===== config.mk =====
export PLATFORM = sky130hd
export DESIGN_NAME = sbe_front
export DESIGN_NICKNAME = d
export VERILOG_FILES = /design/src/design/sbe_pkg.sv /design/src/design/sbe_front.sv
export SDC_FILE = /design/constraint.sdc
export NUM_CORES = 1
export LEC_CHECK = 0
export ABC_AREA = 1
export BUFFER_PORTS_ARGS = -buffer_cell sky130_fd_sc_hd__buf_4
export CAP_MARGIN = 30
export CORE_ASPECT_RATIO = 1.1
export CORE_MARGIN = 5
export CORE_UTILIZATION = 59
export CTS_BUF_LIST = sky130_fd_sc_hd__clkbuf_4
export CTS_CLUSTER_DIAMETER = 40
export CTS_CLUSTER_SIZE = 25
export DETAILED_ROUTE_END_ITERATION = 16
export HOLD_SLACK_MARGIN = 0.12
export PLACE_DENSITY = 0.88
export SYNTH_ARGS = -nofsm -noshare
export SYNTH_HDL_FRONTEND = slang
export SYNTH_SLANG_ARGS = --single-unit

===== constraint.sdc =====
create_clock -name clk -period 6.8 [get_ports clk]
set_clock_uncertainty 0.15 [all_clocks]
set_input_delay 1.02 -clock clk [delete_from_list [all_inputs] [get_ports clk]]
set_output_delay 1.02 -clock clk [all_outputs]
set_load 0.05 [all_outputs]

===== src/design/sbe_pkg.sv =====
`timescale 1ns / 1ps
`default_nettype none

package sbe_pkg;

    // Sizes of the machine.
    localparam int STACK_DEPTH   = 64;
    localparam int FRAME_VARS    = 16;
    localparam int CALL_DEPTH    = 16;
    localparam int PROGRAM_WORDS = 4096;
    localparam int DATA_WIDTH    = 32;
    localparam int IN_Q_DEPTH    = 2;

    // Fixed field widths of the item and result.
    localparam int FUNC_W   = 5;
    localparam int IMM_W    = 32;
    localparam int SLOT_W   = 4;
    localparam int ADDR_W   = 12;
    localparam int STATUS_W = 4;

    // Derived widths.
    localparam int PC_W   = $clog2(PROGRAM_WORDS);
    localparam int SP_W   = (STACK_DEPTH > 2) ? $clog2(STACK_DEPTH) : 1;
    localparam int CNT_W  = $clog2(STACK_DEPTH + 1);
    localparam int CD_W   = (CALL_DEPTH > 1) ? $clog2(CALL_DEPTH) : 1;
    localparam int FV_W   = (FRAME_VARS > 1) ? $clog2(FRAME_VARS) : 1;
    localparam int FA_W   = CD_W + FV_W;
    localparam int DCNT_W = $clog2(DATA_WIDTH + 1);
    localparam int QP_W   = (IN_Q_DEPTH > 1) ? $clog2(IN_Q_DEPTH) : 1;
    localparam int QC_W   = $clog2(IN_Q_DEPTH + 1);

    // Opcodes.
    localparam logic [FUNC_W-1:0] OP_LOAD    = 5'd0;
    localparam logic [FUNC_W-1:0] OP_CONST   = 5'd1;
    localparam logic [FUNC_W-1:0] OP_STORE   = 5'd2;
    localparam logic [FUNC_W-1:0] OP_GOTO    = 5'd3;
    localparam logic [FUNC_W-1:0] OP_ADD     = 5'd4;
    localparam logic [FUNC_W-1:0] OP_SUB     = 5'd5;
    localparam logic [FUNC_W-1:0] OP_MUL     = 5'd6;
    localparam logic [FUNC_W-1:0] OP_DIV     = 5'd7;
    localparam logic [FUNC_W-1:0] OP_NOT     = 5'd8;
    localparam logic [FUNC_W-1:0] OP_AND     = 5'd9;
    localparam logic [FUNC_W-1:0] OP_OR      = 5'd10;
    localparam logic [FUNC_W-1:0] OP_EQ      = 5'd11;
    localparam logic [FUNC_W-1:0] OP_LT      = 5'd12;
    localparam logic [FUNC_W-1:0] OP_GT      = 5'd13;
    localparam logic [FUNC_W-1:0] OP_CALL    = 5'd14;
    localparam logic [FUNC_W-1:0] OP_RETURN  = 5'd15;
    localparam logic [FUNC_W-1:0] OP_PRINT   = 5'd16;
    localparam logic [FUNC_W-1:0] OP_IFFALSE = 5'd17;
    localparam logic [FUNC_W-1:0] OP_STOP    = 5'd18;

    // Status codes.
    localparam logic [STATUS_W-1:0] ST_OK        = 4'd0;
    localparam logic [STATUS_W-1:0] ST_STOPPED   = 4'd1;
    localparam logic [STATUS_W-1:0] ST_HALTED    = 4'd2;
    localparam logic [STATUS_W-1:0] ST_UNDERFLOW = 4'd3;
    localparam logic [STATUS_W-1:0] ST_OVERFLOW  = 4'd4;
    localparam logic [STATUS_W-1:0] ST_DIV_ZERO  = 4'd5;
    localparam logic [STATUS_W-1:0] ST_CALL_OVF  = 4'd6;
    localparam logic [STATUS_W-1:0] ST_RET_UNF   = 4'd7;
    localparam logic [STATUS_W-1:0] ST_VAR_UNSET = 4'd8;
    localparam logic [STATUS_W-1:0] ST_BAD_OP    = 4'd9;

    typedef struct packed {
        logic [FUNC_W-1:0]       func;
        logic signed [IMM_W-1:0] immediate;
        logic [SLOT_W-1:0]       var_slot;
        logic [ADDR_W-1:0]       target_address;
    } in_item_t;

    typedef struct packed {
        logic [ADDR_W-1:0]       fetch_address;
        logic                    print_valid;
        logic signed [IMM_W-1:0] print_value;
        logic [STATUS_W-1:0]     status;
        logic                    halted_flag;
    } result_t;

    // Class worked out by the front end.
    typedef struct packed {
        logic       bad;
        logic [1:0] pops;
    } op_class_t;

    typedef struct packed {
        in_item_t  item;
        op_class_t cls;
    } q_entry_t;

endpackage

`default_nettype wire


===== src/design/sbe_front.sv =====
`timescale 1ns / 1ps
`default_nettype none

module sbe_front (
    input  wire logic              clk,
    input  wire logic              rst_n,
    input  wire logic              push,
    output logic                   full,
    input  wire sbe_pkg::in_item_t item,
    output logic                   head_valid,
    output sbe_pkg::q_entry_t      head,
    input  wire logic              head_pop
);
    import sbe_pkg::*;

    q_entry_t          q_reg [IN_Q_DEPTH];
    logic [QP_W-1:0]   wr_reg, wr_next;
    logic [QP_W-1:0]   rd_reg, rd_next;
    logic [QC_W-1:0]   cnt_reg, cnt_next;
    op_class_t         cls;
    logic              do_push;
    logic              do_pop;

    // Sort the opcode by how many operands it consumes.
    always_comb
    begin
        cls.bad  = 1'b0;
        cls.pops = 2'd0;
        case (item.func)
            OP_LOAD, OP_CONST, OP_GOTO, OP_CALL, OP_RETURN, OP_STOP:
                cls.pops = 2'd0;
            OP_STORE, OP_NOT, OP_PRINT, OP_IFFALSE:
                cls.pops = 2'd1;
            OP_ADD, OP_SUB, OP_MUL, OP_DIV, OP_AND, OP_OR, OP_EQ, OP_LT, OP_GT:
                cls.pops = 2'd2;
            default:
                cls.bad = 1'b1;
        endcase
    end

    assign full       = (cnt_reg == QC_W'(IN_Q_DEPTH));
    assign head_valid = (cnt_reg != '0);
    assign head       = q_reg[rd_reg];
    assign do_push    = push && !full;
    assign do_pop     = head_pop && head_valid;

    always_comb
    begin
        wr_next  = wr_reg;
        rd_next  = rd_reg;
        cnt_next = cnt_reg;
        if (do_push)
        begin
            wr_next = (wr_reg == QP_W'(IN_Q_DEPTH - 1)) ? '0 : wr_reg + 1'b1;
        end
        if (do_pop)
        begin
            rd_next = (rd_reg == QP_W'(IN_Q_DEPTH - 1)) ? '0 : rd_reg + 1'b1;
        end
        if (do_push && !do_pop)
        begin
            cnt_next = cnt_reg + 1'b1;
        end
        else if (do_pop && !do_push)
        begin
            cnt_next = cnt_reg - 1'b1;
        end
    end

    always_ff @(posedge clk or negedge rst_n)
    begin
        if (!rst_n)
        begin
            wr_reg  <= '0;
            rd_reg  <= '0;
            cnt_reg <= '0;
        end
        else
        begin
            wr_reg  <= wr_next;
            rd_reg  <= rd_next;
            cnt_reg <= cnt_next;
        end
    end

    always_ff @(posedge clk)
    begin
        if (do_push)
        begin
            q_reg[wr_reg] <= '{item: item, cls: cls};
        end
    end

    a_cnt_bound: assert property (@(posedge clk) disable iff (!rst_n)
        cnt_reg <= QC_W'(IN_Q_DEPTH))
        else $error("input queue count beyond depth");

    a_push_counts: assert property (@(posedge clk) disable iff (!rst_n)
        (do_push && !do_pop) |=> (cnt_reg == $past(cnt_reg) + 1'b1))
        else $error("lone push did not raise the count");

    a_no_pop_empty: assert property (@(posedge clk) disable iff (!rst_n)
        (cnt_reg == '0) |=> (rd_reg == $past(rd_reg)))
        else $error("read pointer moved while queue was empty");

endmodule

`default_nettype wire


==> summary.md <==
| Metric | Value |
|---|---|
| Run status | completed |
| Die area | 0.00933 mm2 |
| Post-Syn Nets | 406 |
| Mean routed wirelength per cell | 15.2 um |
| Synthesized instance count | 348 |
| Max Freq | 270 MHz |
| CP cell instances | buf_12 -> inv_2 -> nand2_1 -> nand2_1 -> buf_4 |
| Syn_area_per_cell | 12.7 um2 |
| Worst setup EP type | output port |
| Commonest non-fill, non-tap cells in the layout | 185 x nand2_1, 116 x buf_4, 112 x edfxtp_1 |
| Diode count | 0 |
| CTS root buffer | clkbuf_4 |
| Residual DRC | 0 |
| Hold slack | 0.422 ns |
| Die span in y | 101 um |
| Flop pwr share | 0.358 |
| Pint | 1.57 mW |
| Antenna viol nets, final | 0 |
| Worst VDD drop | 0.000412 V |
| Slew margin rel. | 0.346 |
| Net Sw Power | 1.35 mW |
| CORE AREA | 0.00739 mm2 |
| Worst setup SP type | flip-flop |
| Req. time, crit path | 5.63 ns |
| Worst hold path class | reg -> reg |
| Buffers on Ports | 114 |
| First-pass GRT wire length | 13800 um |
| Grt total ovfl | 0 |
| Final setup violation count | 0 |
| Sw Ratio | 0.462 |
| Sequential area share after synthesis | 0.783 |
| Fin nets | 531 |
| Final worst slack | 3.10 ns |
| Layout cells sized above 1 | 0.317 |
| Num Clock Sinks | 116 |
| Ports | 115 |
| Clk_lat worst skew | 0.47 ns |
| DRT Wirelength | 8720 um |
| Power Density | 519 mW/mm2 |
| Max-Cap Viols | 0 |
| Vias per cell | 5.05 |
| Most used cell, CP | nand2_1 |
| Arrival @ worst endpoint | 2.53 ns |
| Crit-path max FO | 57 |
| Die width | 92.5 um |
| Clock power frac | 0.156 |
| Final period util | 0.544 |
| Final Hold Vio Count | 0 |
| Post-place setup slack | 3.38 ns |
| #FFs+latches synth | 116 |
| Comb pwr share | 0.486 |
| Area Growth Syn to Fin | 27.1% |
| Placed instance area | 0.00532 mm2 |
| Vias | 2891 |
| Routability cong. | 0.784 |
| Initial DRC count | 145 |
| Filler cells | 488 |
| Critical path class | reg -> out |
| Pins Over Slew Limit | 0 |
| Power, Total | 2.91 mW |
| PostCTS Resize Cnt | 0 |
| TritonCTS Buffers | 17 |
| HPWL Detailed | 5740 um |
| Post-synth cell types | 17 |
| Detailed Routing Iterations Pass 1 | 4 |
| Most common cell after layout, fill and taps aside | nand2_1 |
| CTS tree | done |
| Std-Cell Rows | 33 |
| Design Area, Final | 0.00562 mm2 |
| GRT Overall Usage | 0.197 |
| Post-CTS Repair Setup Buffers | 0 |
| RSZ-0062 raised after global routing | no |
| Vias in the first global route | 2911 |
| Synthesized area | 0.00442 mm2 |
| Leakage Power | 2.45 nW |
| Max clock buf depth | 2 |
| Initial antenna violation count | 0 |
| Minimum clock period | 3.70 ns |
| Largest net degree at the start of global routing | 58 |
| Largest register FFs | 112 |
| Worst-margin pin slew | 0.980 ns |
| Setup Total Neg Slack | 0 ns |
| CP peak stage delay | 0.72 ns |
| Clock Pin Slew Worst Setup and Hold Paths | 0.10 ns |
| Htree depth | 4 |
| Syn. warnings | 0 |
| Slowest cell on the critical path | inv_2 |
| Initial Utilization | 0.598 |
-- logic make-up (layout without fill, tap and decap cells) --
kind of cell	Yosys count	after routing	synth area share
adders and majority gates	1	1	0.00283
DFF	116	116	0.783
buffers and inverters	21	159	0.0286
and+or+nand+nor	203	203	0.174
xor gates and xnor gates	3	3	0.00595
AOI/OAI and AO/OA	4	4	0.00509
-- per-stage QoR --
| step | cells | utilization |
|---|---|---|
| after detailed placement | 539 | 0.720 |
| final | 573 | 0.760 |
| after global routing | 573 | 0.760 |
| after floorplan | 348 | - |
| after global placement | 539 | 0.720 |
| after CTS | 572 | 0.757 |
-- what timing repair did --
| item | CTS | global route |
|---|---|---|
| setup endpoints to repair | 0 | 0 |
| hold buffers | 1 | 0 |
| endpoints found under the hold margin | 2 | 0 |
-- metal layers --
layer,vias to the layer above,share of wire,global-route usage,wire length [um]
met5,-,0,0,0
met2,94,0.55,0.344,4760
met1,1372,0.39,0.225,3360
met4,0,0.011,0.0846,100
li1,1417,-,-,-
met3,8,0.057,0.0597,494
-- cell usage after synthesis --
master | count | area, um2
o21ai_1 | 3 | 15.0
buf_2 | 2 | 10.0
dfrtp_1 | 4 | 100
edfxtp_1 | 112 | 3360
ha_1 | 1 | 12.5
buf_6 | 3 | 33.8
clkbuf_1 | 1 | 3.75
xor2_1 | 2 | 17.5
buf_4 | 6 | 45.0
inv_2 | 3 | 11.3
nand3_1 | 4 | 20.0
nor2_1 | 13 | 48.8
o211ai_1 | 1 | 7.51
inv_1 | 6 | 22.5
xnor2_1 | 1 | 8.76
nor2_2 | 1 | 6.26
nand2_1 | 185 | 694
-- final cells by class --
class / count / area [um2] / area share
inverters: 9 / 33.8 / 0.00601
repair buffers: 118 / 901 / 0.160
clock buffers: 20 / 150 / 0.0267
flip-flops and latches: 116 / 3460 / 0.617
well taps: 87 / 109 / 0.0194
multi-input cells: 211 / 846 / 0.151
clock inverters: 12 / 114 / 0.0203
-- worst max-delay path: cells and delay by family (launching register included) --
kind,cells,cell delay (ns)
flip-flops,1,0.60
buffers and inverters,3,1.18
AND/OR/NAND/NOR,2,0.27
-- path summary, 6_finish.rpt --
check                      slack, ns  depth (start not counted)  startpoint          end
hold / removal                  0.42                          1  cnt_reg[0]   cnt_reg[0]
setup / recovery                3.10                          5      rd_reg      head[7]
max in group asynchronous       5.65                          2       rst_n       rd_reg
min in group asynchronous       0.73                          2       rst_n       wr_reg
hold reg to reg                 0.42                          1  cnt_reg[0]   cnt_reg[0]
setup reg to reg                4.39                          4  cnt_reg[1]  q_reg[0][8]
-- power by group through the flow --
| stage | Combinational, mW | Sequential, mW | Clock [mW] |
|---|---|---|---|
| after floorplan | 1.03 | 1.04 | 0 |
| after CTS | 1.39 | 1.07 | 0.466 |
| after global placement | 1.37 | 1.08 | 0 |
| after detailed placement | 1.39 | 1.09 | 0 |
| final | 1.42 | 1.04 | 0.455 |
| after global routing | 1.50 | 1.06 | 0.499 |
(Power assumes the default switching activity.)
